--- config.mk ---
export PLATFORM = sky130hd
export DESIGN_NAME = text_console_cell_writer_flat
export DESIGN_NICKNAME = d
export VERILOG_FILES = /design/src/rtl/tcw_pkg.sv /design/src/rtl/tcw_if.sv /design/src/rtl/tcw_ctrl.sv /design/src/rtl/tcw_datapath.sv /design/src/rtl/text_console_cell_writer.sv /design/src/flat_wrapper.sv
export SDC_FILE = /design/constraint.sdc
export NUM_CORES = 1
export LEC_CHECK = 0
export BUFFER_PORTS_ARGS = -buffer_cell sky130_fd_sc_hd__clkbuf_2
export CAP_MARGIN = 20
export CELL_PAD_IN_SITES_DETAIL_PLACEMENT = 0
export CELL_PAD_IN_SITES_GLOBAL_PLACEMENT = 1
export CORE_MARGIN = 2
export CORE_UTILIZATION = 43
export DETAILED_ROUTE_END_ITERATION = 8
export PLACE_DENSITY_LB_ADDON = 0.12
export SLEW_MARGIN = 40
export SYNTH_ARGS = -nofsm -noshare
export SYNTH_HDL_FRONTEND = slang
export SYNTH_HIERARCHICAL = 1
export SYNTH_SLANG_ARGS = --single-unit
--- constraint.sdc ---
create_clock -name clk -period 6.2 [get_ports clk]
set_input_delay 1.24 -clock clk [delete_from_list [all_inputs] [get_ports clk]]
set_output_delay 1.24 -clock clk [all_outputs]
set_load 0.1 [all_outputs]
--- src/rtl/tcw_pkg.sv ---
// Shared types and constants for the text console cell writer.
// Depends on nothing; every other file uses it.
package tcw_pkg;

    localparam int DEF_COLUMNS = 80;
    localparam int DEF_ROWS    = 25;

    localparam int CELL_IDX_W   = 11;
    localparam int CHAR_W       = 8;
    localparam int ATTR_W       = 8;
    localparam int STRIDE_W     = 5;
    localparam int CFG_DATA_W   = 8;
    localparam int CFG_INDEX_W  = 1;

    localparam logic [STRIDE_W-1:0] MAX_STRIDE = 5'd16;
    localparam logic [ATTR_W-1:0]   ATTR_RESET   = 8'd7;
    localparam logic [STRIDE_W-1:0] STRIDE_RESET = 5'd4;

    localparam logic [CHAR_W-1:0] CHAR_LF    = 8'd10;
    localparam logic [CHAR_W-1:0] CHAR_CR    = 8'd13;
    localparam logic [CHAR_W-1:0] CHAR_TAB   = 8'd9;
    localparam logic [CHAR_W-1:0] CHAR_BS    = 8'd8;
    localparam logic [CHAR_W-1:0] CHAR_SPACE = 8'd32;
    localparam logic [CHAR_W-1:0] CHAR_NUL   = 8'd0;

    localparam logic [CFG_INDEX_W-1:0] REG_ATTRIBUTE  = 1'd0;
    localparam logic [CFG_INDEX_W-1:0] REG_TAB_STRIDE = 1'd1;

    typedef enum logic [2:0] {
        KIND_NONE,
        KIND_PRINT,
        KIND_LF,
        KIND_CR,
        KIND_TAB,
        KIND_BS
    } kind_t;

    typedef enum logic {
        ST_IDLE,
        ST_TAB
    } state_t;

    typedef struct packed {
        logic in_ready;
        logic tab_step;
    } cmd_t;

    typedef struct packed {
        logic slot_free;
        logic tab_start;
        logic tab_final;
    } status_t;

endpackage

--- src/rtl/tcw_if.sv ---
// Handshake channels of the text console cell writer: characters in, cell writes out.
// Depends on tcw_pkg for field widths.
interface tcw_char_if;
    logic                      valid;
    logic                      ready;
    logic [tcw_pkg::CHAR_W-1:0] char_code;
    logic                      raw;

    modport source (output valid, output char_code, output raw, input ready);
    modport sink   (input valid, input char_code, input raw, output ready);
endinterface

interface tcw_cell_if;
    logic                          valid;
    logic                          ready;
    logic [tcw_pkg::CELL_IDX_W-1:0] cell_index;
    logic [tcw_pkg::CHAR_W-1:0]     cell_char;
    logic [tcw_pkg::ATTR_W-1:0]     cell_attr;
    logic                          last;

    modport source (output valid, output cell_index, output cell_char, output cell_attr,
                    output last, input ready);
    modport sink   (input valid, input cell_index, input cell_char, input cell_attr,
                    input last, output ready);
endinterface

--- src/rtl/tcw_ctrl.sv ---
// Controller of the cell writer: decides when a character is taken and
// sequences the extra cell writes of a tab. Depends on tcw_pkg.
module tcw_ctrl (
    input  logic             clk,
    input  logic             rst_n,
    input  tcw_pkg::status_t status,
    output tcw_pkg::cmd_t    cmd
);
    import tcw_pkg::*;

    state_t state_reg;
    state_t state_next;

    always_ff @(posedge clk or negedge rst_n)
    begin
        if (!rst_n)
        begin
            state_reg <= ST_IDLE;
        end
        else
        begin
            state_reg <= state_next;
        end
    end

    always_comb
    begin
        state_next = state_reg;
        unique case (state_reg)
            ST_IDLE:
            begin
                if (status.tab_start)
                begin
                    state_next = ST_TAB;
                end
            end
            ST_TAB:
            begin
                if (status.slot_free && status.tab_final)
                begin
                    state_next = ST_IDLE;
                end
            end
            default:
            begin
                state_next = ST_IDLE;
            end
        endcase
    end

    always_comb
    begin
        cmd = '0;
        unique case (state_reg)
            ST_IDLE:
            begin
                cmd.in_ready = status.slot_free;
            end
            ST_TAB:
            begin
                cmd.tab_step = status.slot_free;
            end
            default:
            begin
                cmd = '0;
            end
        endcase
    end

endmodule

--- src/rtl/tcw_datapath.sv ---
// Datapath of the cell writer: cursor with column and row start, configuration
// registers, character decode and the output register. Depends on tcw_pkg and tcw_if.
module tcw_datapath #(
    parameter int COLUMNS = tcw_pkg::DEF_COLUMNS,
    parameter int ROWS    = tcw_pkg::DEF_ROWS
) (
    input  logic                             clk,
    input  logic                             rst_n,
    input  logic                             cfg_wen,
    input  logic [tcw_pkg::CFG_INDEX_W-1:0]  cfg_index,
    input  logic [tcw_pkg::CFG_DATA_W-1:0]   cfg_data,
    tcw_char_if.sink                         chars,
    tcw_cell_if.source                       cells,
    input  tcw_pkg::cmd_t                    cmd,
    output tcw_pkg::status_t                 status
);
    import tcw_pkg::*;

    localparam int BUF_CELLS = COLUMNS * ROWS;
    localparam int CW        = $clog2(BUF_CELLS + 1);
    localparam int COLW      = $clog2(COLUMNS);

    localparam logic [CW:0]     BUF_EXT   = (CW + 1)'(BUF_CELLS);
    localparam logic [CW-1:0]   BUF_END   = CW'(BUF_CELLS);
    localparam logic [CW-1:0]   COLS_CW   = CW'(COLUMNS);
    localparam logic [COLW-1:0] COL_LAST  = COLW'(COLUMNS - 1);

    logic [CW-1:0]       cursor_reg,    cursor_next;
    logic [COLW-1:0]     col_reg,       col_next;
    logic [CW-1:0]       row_start_reg, row_start_next;
    logic [ATTR_W-1:0]   attr_reg,      attr_next;
    logic [STRIDE_W-1:0] stride_reg,    stride_next;
    logic [STRIDE_W-1:0] remain_reg,    remain_next;
    logic                out_valid_reg, out_valid_next;
    logic [CELL_IDX_W-1:0] out_index_reg, out_index_next;
    logic [CHAR_W-1:0]   out_char_reg,  out_char_next;
    logic [ATTR_W-1:0]   out_attr_reg,  out_attr_next;
    logic                out_last_reg,  out_last_next;

    logic                  slot_free;
    logic                  accepted;
    kind_t                 kind;
    logic [STRIDE_W-1:0]   stride_sat;
    logic [CW:0]           next_row_ext;
    logic [CW:0]           tab_end_ext;
    logic [CW+CELL_IDX_W-1:0] cursor_wide;
    logic [CELL_IDX_W-1:0] cursor_index;
    logic [CW-1:0]         adv_cursor;
    logic [COLW-1:0]       adv_col;
    logic [CW-1:0]         adv_row_start;
    logic                  out_load;

    assign slot_free = !out_valid_reg || cells.ready;
    assign accepted  = chars.valid && cmd.in_ready;
    assign chars.ready = cmd.in_ready;

    assign stride_sat   = (stride_reg > MAX_STRIDE) ? MAX_STRIDE : stride_reg;
    assign next_row_ext = {1'b0, row_start_reg} + {1'b0, COLS_CW};
    assign tab_end_ext  = {1'b0, cursor_reg} + (CW + 1)'(stride_sat);
    assign cursor_wide  = {{CELL_IDX_W{1'b0}}, cursor_reg};
    assign cursor_index = cursor_wide[CELL_IDX_W-1:0];

    // One cell forward, keeping column and row start in step with the cursor.
    always_comb
    begin
        adv_cursor = cursor_reg + CW'(1);
        if (col_reg == COL_LAST)
        begin
            adv_col       = '0;
            adv_row_start = row_start_reg + COLS_CW;
        end
        else
        begin
            adv_col       = col_reg + COLW'(1);
            adv_row_start = row_start_reg;
        end
    end

    always_comb
    begin
        kind = KIND_PRINT;
        priority if (cursor_reg == BUF_END)
        begin
            kind = KIND_NONE;
        end
        else if (chars.raw)
        begin
            kind = KIND_PRINT;
        end
        else if (chars.char_code == CHAR_LF)
        begin
            kind = (next_row_ext < BUF_EXT) ? KIND_LF : KIND_NONE;
        end
        else if (chars.char_code == CHAR_CR)
        begin
            kind = KIND_CR;
        end
        else if (chars.char_code == CHAR_TAB)
        begin
            kind = (stride_sat != '0 && tab_end_ext < BUF_EXT) ? KIND_TAB : KIND_NONE;
        end
        else if (chars.char_code == CHAR_BS)
        begin
            kind = (cursor_reg != '0) ? KIND_BS : KIND_NONE;
        end
        else
        begin
            kind = KIND_PRINT;
        end
    end

    assign status.slot_free = slot_free;
    assign status.tab_start = accepted && (kind == KIND_TAB) && (stride_sat != STRIDE_W'(1));
    assign status.tab_final = (remain_reg == STRIDE_W'(1));

    always_comb
    begin
        cursor_next    = cursor_reg;
        col_next       = col_reg;
        row_start_next = row_start_reg;
        remain_next    = remain_reg;
        out_load       = 1'b0;
        out_index_next = out_index_reg;
        out_char_next  = out_char_reg;
        out_attr_next  = out_attr_reg;
        out_last_next  = out_last_reg;

        if (cmd.tab_step)
        begin
            out_load       = 1'b1;
            out_index_next = cursor_index;
            out_char_next  = CHAR_SPACE;
            out_attr_next  = '0;
            out_last_next  = (remain_reg == STRIDE_W'(1));
            remain_next    = remain_reg - STRIDE_W'(1);
            cursor_next    = adv_cursor;
            col_next       = adv_col;
            row_start_next = adv_row_start;
        end
        else if (accepted)
        begin
            out_index_next = cursor_index;
            out_char_next  = CHAR_NUL;
            out_attr_next  = '0;
            out_last_next  = 1'b1;
            unique case (kind)
                KIND_NONE:
                begin
                    out_load = 1'b0;
                end
                KIND_PRINT:
                begin
                    out_load       = 1'b1;
                    out_char_next  = chars.char_code;
                    out_attr_next  = attr_reg;
                    cursor_next    = adv_cursor;
                    col_next       = adv_col;
                    row_start_next = adv_row_start;
                end
                KIND_LF:
                begin
                    out_load       = 1'b1;
                    cursor_next    = next_row_ext[CW-1:0];
                    col_next       = '0;
                    row_start_next = next_row_ext[CW-1:0];
                end
                KIND_CR:
                begin
                    out_load    = 1'b1;
                    cursor_next = row_start_reg;
                    col_next    = '0;
                end
                KIND_TAB:
                begin
                    out_load       = 1'b1;
                    out_char_next  = CHAR_SPACE;
                    out_last_next  = (stride_sat == STRIDE_W'(1));
                    remain_next    = stride_sat - STRIDE_W'(1);
                    cursor_next    = adv_cursor;
                    col_next       = adv_col;
                    row_start_next = adv_row_start;
                end
                KIND_BS:
                begin
                    out_load    = 1'b1;
                    cursor_next = cursor_reg - CW'(1);
                    if (col_reg == '0)
                    begin
                        col_next       = COL_LAST;
                        row_start_next = row_start_reg - COLS_CW;
                    end
                    else
                    begin
                        col_next = col_reg - COLW'(1);
                    end
                end
                default:
                begin
                    out_load = 1'b0;
                end
            endcase
        end
    end

    always_comb
    begin
        if (out_load)
        begin
            out_valid_next = 1'b1;
        end
        else if (cells.ready)
        begin
            out_valid_next = 1'b0;
        end
        else
        begin
            out_valid_next = out_valid_reg;
        end
    end

    always_comb
    begin
        attr_next   = attr_reg;
        stride_next = stride_reg;
        if (cfg_wen)
        begin
            unique case (cfg_index)
                REG_ATTRIBUTE:  attr_next   = cfg_data[ATTR_W-1:0];
                REG_TAB_STRIDE: stride_next = cfg_data[STRIDE_W-1:0];
                default:        attr_next   = attr_reg;
            endcase
        end
    end

    always_ff @(posedge clk or negedge rst_n)
    begin
        if (!rst_n)
        begin
            cursor_reg    <= '0;
            col_reg       <= '0;
            row_start_reg <= '0;
            attr_reg      <= ATTR_RESET;
            stride_reg    <= STRIDE_RESET;
            remain_reg    <= '0;
            out_valid_reg <= 1'b0;
        end
        else
        begin
            cursor_reg    <= cursor_next;
            col_reg       <= col_next;
            row_start_reg <= row_start_next;
            attr_reg      <= attr_next;
            stride_reg    <= stride_next;
            remain_reg    <= remain_next;
            out_valid_reg <= out_valid_next;
        end
    end

    always_ff @(posedge clk)
    begin
        out_index_reg <= out_index_next;
        out_char_reg  <= out_char_next;
        out_attr_reg  <= out_attr_next;
        out_last_reg  <= out_last_next;
    end

    assign cells.valid      = out_valid_reg;
    assign cells.cell_index = out_index_reg;
    assign cells.cell_char  = out_char_reg;
    assign cells.cell_attr  = out_attr_reg;
    assign cells.last       = out_last_reg;

endmodule

--- src/rtl/text_console_cell_writer.sv ---
// Top level of the text console cell writer: controller plus datapath.
// Depends on tcw_pkg, tcw_if, tcw_ctrl and tcw_datapath.
//
//   Channel  Direction  Transaction
//   chars    in         one character byte and its raw flag
//   cells    out        one cell write: index, character, attribute, last flag
//   cfg      in         one register write (attribute, tab_stride)
//
// A character that writes one cell writes it once; a tab writes one space cell per cell
// of its stride, up to 16. All writes pass through the single output register.
// The next character is taken once no tab is in progress and that register is empty or is read in the same cycle.
// Reset puts the cursor at cell 0, the attribute at 7 and the tab stride at 4.
// A stall on cells holds the pending write and stops further input.
module text_console_cell_writer #(
    parameter int COLUMNS = tcw_pkg::DEF_COLUMNS,
    parameter int ROWS    = tcw_pkg::DEF_ROWS
) (
    input  logic                            clk,
    input  logic                            rst_n,
    input  logic                            cfg_wen,
    input  logic [tcw_pkg::CFG_INDEX_W-1:0] cfg_index,
    input  logic [tcw_pkg::CFG_DATA_W-1:0]  cfg_data,
    tcw_char_if.sink                        chars,
    tcw_cell_if.source                      cells
);
    import tcw_pkg::*;

    cmd_t    cmd;
    status_t status;

    tcw_ctrl u_ctrl (
        .clk    (clk),
        .rst_n  (rst_n),
        .status (status),
        .cmd    (cmd)
    );

    tcw_datapath #(
        .COLUMNS (COLUMNS),
        .ROWS    (ROWS)
    ) u_datapath (
        .clk       (clk),
        .rst_n     (rst_n),
        .cfg_wen   (cfg_wen),
        .cfg_index (cfg_index),
        .cfg_data  (cfg_data),
        .chars     (chars),
        .cells     (cells),
        .cmd       (cmd),
        .status    (status)
    );

endmodule
--- src/flat_wrapper.sv ---
// flat-port wrapper written by rule: the top's interface ports become plain ports
module text_console_cell_writer_flat import tcw_pkg::*;
#(
    parameter int COLUMNS = tcw_pkg::DEF_COLUMNS,
    parameter int ROWS    = tcw_pkg::DEF_ROWS
)
  (clk, rst_n, cfg_wen, cfg_index, cfg_data, chars_valid, chars_char_code, chars_raw, chars_ready, cells_valid, cells_cell_index, cells_cell_char, cells_cell_attr, cells_last, cells_ready);
  tcw_char_if chars_i ();
  tcw_cell_if cells_i ();
  input  logic clk;
  input  logic rst_n;
  input  logic cfg_wen;
  input  logic [tcw_pkg::CFG_INDEX_W-1:0] cfg_index;
  input  logic [tcw_pkg::CFG_DATA_W-1:0] cfg_data;
  input wire logic [$bits(chars_i.valid)-1:0] chars_valid;
  input wire logic [$bits(chars_i.char_code)-1:0] chars_char_code;
  input wire logic [$bits(chars_i.raw)-1:0] chars_raw;
  output wire logic [$bits(chars_i.ready)-1:0] chars_ready;
  output wire logic [$bits(cells_i.valid)-1:0] cells_valid;
  output wire logic [$bits(cells_i.cell_index)-1:0] cells_cell_index;
  output wire logic [$bits(cells_i.cell_char)-1:0] cells_cell_char;
  output wire logic [$bits(cells_i.cell_attr)-1:0] cells_cell_attr;
  output wire logic [$bits(cells_i.last)-1:0] cells_last;
  input wire logic [$bits(cells_i.ready)-1:0] cells_ready;
  assign chars_i.valid = chars_valid;
  assign chars_i.char_code = chars_char_code;
  assign chars_i.raw = chars_raw;
  assign chars_ready = chars_i.ready;
  assign cells_valid = cells_i.valid;
  assign cells_cell_index = cells_i.cell_index;
  assign cells_cell_char = cells_i.cell_char;
  assign cells_cell_attr = cells_i.cell_attr;
  assign cells_last = cells_i.last;
  assign cells_i.ready = cells_ready;
  text_console_cell_writer #(.COLUMNS(COLUMNS), .ROWS(ROWS)) u_core (.clk(clk), .rst_n(rst_n), .cfg_wen(cfg_wen), .cfg_index(cfg_index), .cfg_data(cfg_data), .chars(chars_i), .cells(cells_i));
endmodule
* Word-level counts from Yosys, hierarchy flattened
Cells that the tools add are included.
** Operators by class
- Mux-type cells :: 43
- Bitwise gates (word level) :: 2
- Reductions and logical operators :: 25
- Add/sub/neg operators :: 10
- $lt $le $gt $ge :: 3
- Eq/ne operators :: 15
** Operators with widths (number)
- 11-bit two-way mux :: 8
- 11-bit one-hot mux with 4 select lines :: 1
- 11-bit one-hot mux with 3 select lines :: 1
- 8-bit by 4-bit == test with 1-bit output, second input constant :: 4
- 7-bit two-way mux :: 4
- 12-bit by 11-bit < comparator with 1-bit output, second input constant :: 2
- 3-bit two-way mux :: 8
- 7-bit one-hot mux with 3 select lines :: 1
- 5-bit two-way mux :: 4
- 8-bit one-hot mux with 2 select lines :: 1
- 11-bit by 5-bit adder with 12-bit output :: 1
- 11-bit by 7-bit adder with 12-bit output, second input constant :: 1
- 1-bit two-way mux :: 12
- 11-bit by 1-bit adder with 11-bit output, second input constant :: 1
- 11-bit by 7-bit adder with 11-bit output, second input constant :: 1
- 11-bit == test, second input constant :: 1
- 11-bit nonzero test :: 1
- 11-bit by 1-bit subtractor with 11-bit output, second input constant :: 1
- 11-bit by 7-bit subtractor with 11-bit output, second input constant :: 1
- 5-bit by 1-bit == test with 1-bit output, second input constant :: 2
- 2-bit AND reduction :: 5
- 5-bit nonzero test :: 2
- 5-bit by 1-bit subtractor with 5-bit output, second input constant :: 2
- 8-bit two-way mux :: 1
- other kinds (21) :: 32
** Word-level totals
- Register bits after elaboration :: 77
- Input bits :: 23
- Output and inout bits :: 30
- Logic and storage cells :: 110

* Longest topological paths before layout
- Word-level depth :: 17
- Gate-level depth with buffers :: 15
- Depth with buffers taken out :: 12

* Modules after synthesis
The synthesis kept the hierarchy.
** By module, submodules not included
- tcw_datapath :: area each 4727.0 um^2, times used 1, sequential area each 1786.7 um^2, cells an instance 500
- tcw_ctrl :: area each 55.1 um^2, times used 1, sequential area each 25.0 um^2, cells an instance 5

* Least setup slack after synthesis
No wires, ideal clock.
- Kind :: input to register
- Start :: in chars_char_code[5]
- End :: reg u_core.u_datapath.row_start_reg[10]
- Setup slack :: 2.823 ns
- Path buffers :: 1
- Data required time :: 6.074 ns
- Setup time :: 0.126 ns
- Arrival time :: 3.251 ns
- Stages on the path :: 10
- Cells stage by stage :: or4b_4 > nor4_4 > o211a_4 > and2_4 > a21oi_4 > and2_1 > buf_6 > o21ai_4 > nor3_1 > a221o_1
** On the way
- Word-level cells in the longest chain between the ends :: 12
- Elaborated cells between the ends (all ways) :: 21
- Classes of those cells :: 9 x eq/ne; 9 x mux; 3 x reduce/logical
** Ends and longest elaborated chain
- start: declaration :: RTL line flat_wrapper.sv:16 : input wire logic [$bits(chars_i.char_code)-1:0] chars_char_code;
- 8-bit by 4-bit == test with 1-bit output :: RTL line tcw_datapath.sv:102 : else if (chars.char_code == CHAR_BS)
- 3-bit two-way mux :: RTL line tcw_datapath.sv:102
- 3-bit two-way mux :: RTL line tcw_datapath.sv:98 : else if (chars.char_code == CHAR_TAB)
- 3-bit two-way mux :: RTL line tcw_datapath.sv:94 : else if (chars.char_code == CHAR_CR)
- 3-bit two-way mux * :: RTL line tcw_datapath.sv:90 : else if (chars.char_code == CHAR_LF)
- 3-bit two-way mux * :: RTL line tcw_datapath.sv:86 : else if (chars.raw)
- 3-bit two-way mux * :: RTL line tcw_datapath.sv:82 : priority if (cursor_reg == BUF_END)
- 3-bit == test or 3-bit by 1-bit == test with 1-bit output (tied branches) :: RTL line tcw_datapath.sv:146 : unique case (kind)
- 2-bit OR reduction (no source line)
- 11-bit one-hot mux with 3 select lines :: RTL line tcw_datapath.sv:146
- 11-bit two-way mux :: RTL line tcw_datapath.sv:140 : else if (accepted)
- 11-bit two-way mux :: RTL line tcw_datapath.sv:128 : if (cmd.tab_step)
- end signal: assignment :: RTL line tcw_datapath.sv:251 : row_start_reg <= row_start_next;
- end: declaration :: RTL line tcw_datapath.sv:30 : logic [CW-1:0] row_start_reg, row_start_next;
Mark *: on every way between the ends. The rest lies on a longest branch, timed or not. The select of a mux whose other input is x is not followed.
A chain may end at the register's enable or synchronous reset.

* Worst setup path after layout
- Start :: reg u_core.u_datapath.stride_reg[4]
- End :: reg u_core.u_datapath.cursor_reg[7] (netlist: u_core/u_datapath/cursor_index[7])
** On the way
- Word-level cells in the longest chain between the ends :: 16
- Elaborated cells between the ends (all ways) :: 23
- Classes of those cells :: 1 x add/sub; 2 x order compare; 5 x eq/ne; 10 x mux; 5 x reduce/logical
** Ends and longest elaborated chain
- start: declaration :: RTL line tcw_datapath.sv:32 : logic [STRIDE_W-1:0] stride_reg, stride_next;
- start signal: assignment :: RTL line tcw_datapath.sv:253 : stride_reg <= stride_next;
- 5-bit > comparator :: RTL line tcw_datapath.sv:57 : assign stride_sat = (stride_reg > MAX_STRIDE) ? MAX_STRIDE : stride_reg;
- 5-bit two-way mux * :: RTL line tcw_datapath.sv:57
- 11-bit by 5-bit adder with 12-bit output :: RTL line tcw_datapath.sv:59 : assign tab_end_ext = {1'b0, cursor_reg} + (CW + 1)'(stride_sat);
- 12-bit by 11-bit < comparator with 1-bit output :: RTL line tcw_datapath.sv:100 : kind = (stride_sat != '0 && tab_end_ext < BUF_EXT) ? KIND_TAB : KIND_NONE;
- 1-bit logical AND * :: RTL line tcw_datapath.sv:100
- 3-bit two-way mux * :: RTL line tcw_datapath.sv:100
- 3-bit two-way mux * :: RTL line tcw_datapath.sv:98
- 3-bit two-way mux * :: RTL line tcw_datapath.sv:94
- 3-bit two-way mux * :: RTL line tcw_datapath.sv:90
- 3-bit two-way mux * :: RTL line tcw_datapath.sv:86
- 3-bit two-way mux * :: RTL line tcw_datapath.sv:82
- 3-bit == test or 3-bit by 1-bit == test with 1-bit output (tied branches) :: RTL line tcw_datapath.sv:146
- 2-bit OR reduction (no source line)
- 11-bit one-hot mux with 4 select lines :: RTL line tcw_datapath.sv:146
- 11-bit two-way mux :: RTL line tcw_datapath.sv:140
- 11-bit two-way mux :: RTL line tcw_datapath.sv:128
- end signal: assignment :: RTL line tcw_datapath.sv:249 : cursor_reg <= cursor_next;
- end: declaration :: RTL line tcw_datapath.sv:28 : logic [CW-1:0] cursor_reg, cursor_next;
Marked as above.

==> results.txt <==
Via count of the first global-routing pass: 3724. For this run, the leading register cell type out of synthesis is sky130_fd_sc_hd__dfrtp_1. For the final database, setup skew stands at 0.01053 ns. The number of fill cells is 1066, and the number of vias per cell is 6.026.

The total number of placement rows is 38. For the area of the placeable core, the log shows 10840 µm². After synthesis, flip-flops and latches occupy 37.89% of the total area. Once the clock tree was built, the setup fixing pass inserted 0 buffers. The synthesis-stage register bit count came out at 73. In this run the power density over the cells is 321.4 nW/µm². The worst path uses 60.07% of the clock period. The top cell type by area accounts for 21.45% of the synthesized area. Traced cell by cell, the critical path runs through nand2b_1, inv_1, ha_1, and4b_1, o221ai_1, and2_1, a211oi_1, o31ai_2, o21bai_1, a2111oi_0, a21oi_1. Data arrives at the worst endpoint at 3.94 ns. In the final layout, the multi-input gates occupy 2706 µm².

The die outline width is 109.5 µm. In the layout the commonest cells are 52 x sky130_fd_sc_hd__clkbuf_2, 41 x sky130_fd_sc_hd__dfrtp_1, 36 x sky130_fd_sc_hd__nand2_1. Across the whole layout, storage elements account for 1812 µm². The sum of buffers and inverters on the critical path is 1. The tools report the residual DRC count as 0.

For this design, the sink count on the clock tree is 73. For this run, the slowest stage of the critical path takes 0.66 ns. The core occupancy in the finished layout is 48.42%. The die covers 11980 µm². The clock transition at the registers of the reported paths came out at 0.08 ns. The leading cell type in the layout, fill and taps excluded was sky130_fd_sc_hd__clkbuf_2. Buffers placed on the I/O ports in this run total 52. For the worst hold margin, the log shows 0.4831 ns. Distinct cell type count after synthesis: 90.

The logs give 2 for the worst-case clock buffer depth and 5 for the number of iterations in the first detailed-routing pass. The number of clock buffers inserted by TritonCTS was 9. The die span in y is 109.5 µm.

Among cell families on the critical path, the largest total delay comes from compound AO/OA/AOI/OAI gates. Synthesis produced a netlist with a net count of 543. The maximum achievable frequency was 268.5 MHz. Adding up every negative setup slack in the final design gives 0 ns. In the synthesized netlist, the number of instances is 505. Clock latency on the worst-skew pair, taken at its later pin, is 0.36 ns.

The mapped netlist covers 4782 µm². The worst path in the final design needs a cycle of 3.724 ns, including I/O delays and setup. Weighted congestion reported at the end of routability-driven placement: 0.8219. The critical path endpoint category is a flop. TritonCTS built the clock tree. Once the floorplan was initialized, standard cells occupied 44.11% of the core. The count of cells resized by post-cts repair was 0; the CTS H-tree depth was 3. The growth of design area from synthesis to finish works out to 9.759%. In this run the remaining antenna-violating nets after routing total 0. The final route contains 4104 vias. For the sum of net half-perimeters after detailed placement, the log shows 8.839 mm. The largest total area in the synthesized netlist belongs to sky130_fd_sc_hd__dfrtp_1. Global routing used 22.49% of the available tracks across all layers. The tools report the final setup violation count as 0.

Max-cap violations in this run came to 0. For this block, the initial DRC count from the detailed router was 312. Setup repair after global routing left no endpoint under its margin.

The run finished with clean final reports. The tools report the hold buffer count at CTS as 0. The initial antenna violation count was 0. The worst setup path is launched from a flop. The logs give 53 for the I/O pin total and 2.069 nW for the leakage power. The tools report the count of endpoints failing hold in the final timing report as 0.

By area the synthesized netlist is led by sky130_fd_sc_hd__dfrtp_1 21%, sky130_fd_sc_hd__edfxtp_1 7.5%, sky130_fd_sc_hd__dfxtp_1 6.7%, sky130_fd_sc_hd__ha_1 3.9%, sky130_fd_sc_hd__mux2_2 3.3%. Each instance of the synthesized netlist takes up on average 9.469 µm². The tree is rooted in a sky130_fd_sc_hd__clkbuf_8.

The number of warnings issued by yosys was 6; the share of flip-flops with an asynchronous set or reset was 61.64%. After global routing the overflow that remains totals 0. For the tightest slew margin relative to the limit, the log shows 47.75%. At the pin with the least slew margin, the transition time is 0.7838 ns. The tightest min-delay check is of the reg -> reg type. 0 antenna diodes ended up in the layout. The tools report the max-slew violation total from the final report as 0.

The final net count is 574, and the count of flip-flops with a built-in enable after synthesis is 12. The share of final-layout standard cells stronger than drive strength 1 is 22.18%, and the largest fanout on the critical path is 11. STA puts the critical path data required time at 6.42 ns.

VDD sags by at most 143.9 µV. The first global-routing pass estimated 20.62 mm of wire. After routing the design area is 5249 µm².

The critical path is of the reg -> reg type. For the standard cell area after detailed placement, the log shows 5059 µm². For this block, the routed nets add up to 12.58 mm of wire. Entering global routing, the biggest net connects 46 pins.

The detail-routed net length per standard cell came out at 18.47 µm. For this design, the slowest cell found on the critical path is sky130_fd_sc_hd__o31ai_2.
## power by group
group / internal (mW) / switching, mW / total, mW
clock: 0.180 / 0.187 / 0.368
sequential: 0.579 / 0.130 / 0.709
combinational: 0.189 / 0.422 / 0.611
## final cells by class
cell class	count	share of cell area, %
clock buffers	12	3.170
repair buffers	55	5.387
well taps	140	3.337
multi-input cells	375	51.56
inverters	22	1.573
flip-flops and latches	73	34.52
clock inverters	4	0.4529
## stage by stage
| step | setup WS (ns) | cells | power [mW] |
|---|---|---|---|
| finish | 2.476 | 681 | 1.687 |
| floorplan | 2.823 | 505 | 1.191 |
| detailed placement | 2.182 | 665 | 1.320 |
| global placement | 1.955 | 664 | 1.310 |
| global route | 2.119 | 681 | 1.785 |
| CTS | 2.470 | 681 | 1.691 |
## Yosys cell counts, drive strengths merged, types with 3 or more instances
cell	n
inv	22
xor2	5
ha	15
a21oi	22
mux2	14
nand2b	4
a221oi	4
nand3	20
nor2b	9
nand4	6
a22o	17
o221ai	5
dfrtp	41
xnor2	16
dfstp	4
buf	17
nand2	37
dfxtp	16
and2	7
o21a	4
nor2	36
a31oi	4
o211ai	4
o21ai	30
and3	9
edfxtp	12
nor4	5
clkbuf	18
a22oi	4
o31ai	4
nor3	24
mux2i	3
o22ai	4
a21o	4
nor4b	4
o2111ai	4
a211oi	9
## cells by family (layout without fill, tap and decap cells)
logic type,count (synthesis),count (layout),synth area share (%)
fa+ha+maj,15,15,3.925
mux,17,17,3.925
xor+xnor,21,21,3.846
simple gates,173,173,19.70
compound gates,149,149,25.04
flops,73,73,37.89
buf+inv,57,93,5.678
## routing by layer
layer  share of wire [%]  track usage [%]  vias to the layer above
met3                 7.0            4.327                       15
met4                 1.2            6.148                        0
met5                   0                0                        -
met2                  43            31.31                      157
met1                  49            35.03                     1975
li1                    -                -                     1957
## worst paths after layout
path | end | cells after the start | slack (ns) | startpoint
min reg2reg | u_core/u_datapath/cells.cell_attr[3] | 1 | 0.48 | u_core/u_datapath/cells.cell_attr[3]
max in group asynchronous | u_core/u_datapath/attr_reg[7] | 2 | 4.78 | rst_n
min | u_core/u_datapath/cells.cell_attr[3] | 1 | 0.48 | u_core/u_datapath/cells.cell_attr[3]
min in group asynchronous | u_core/u_datapath/row_start_reg[8] | 2 | 0.98 | rst_n
max | u_core/u_datapath/cursor_index[7] | 11 | 2.48 | u_core/u_datapath/stride_reg[4]
max reg2reg | u_core/u_datapath/cursor_index[7] | 11 | 2.48 | u_core/u_datapath/stride_reg[4]
## worst register-to-register path, cell delays in order (launching register included)
cell and delay, ns:
sky130_fd_sc_hd__dfrtp_1 0.55, sky130_fd_sc_hd__nand2b_1 0.24, sky130_fd_sc_hd__inv_1 0.06, sky130_fd_sc_hd__ha_1 0.26, sky130_fd_sc_hd__and4b_1 0.20, sky130_fd_sc_hd__o221ai_1 0.31, sky130_fd_sc_hd__and2_1 0.26, sky130_fd_sc_hd__a211oi_1 0.12
sky130_fd_sc_hd__o31ai_2 0.66, sky130_fd_sc_hd__o21bai_1 0.15, sky130_fd_sc_hd__a2111oi_0 0.65, sky130_fd_sc_hd__a21oi_1 0.13
(Power assumes the default switching activity.)
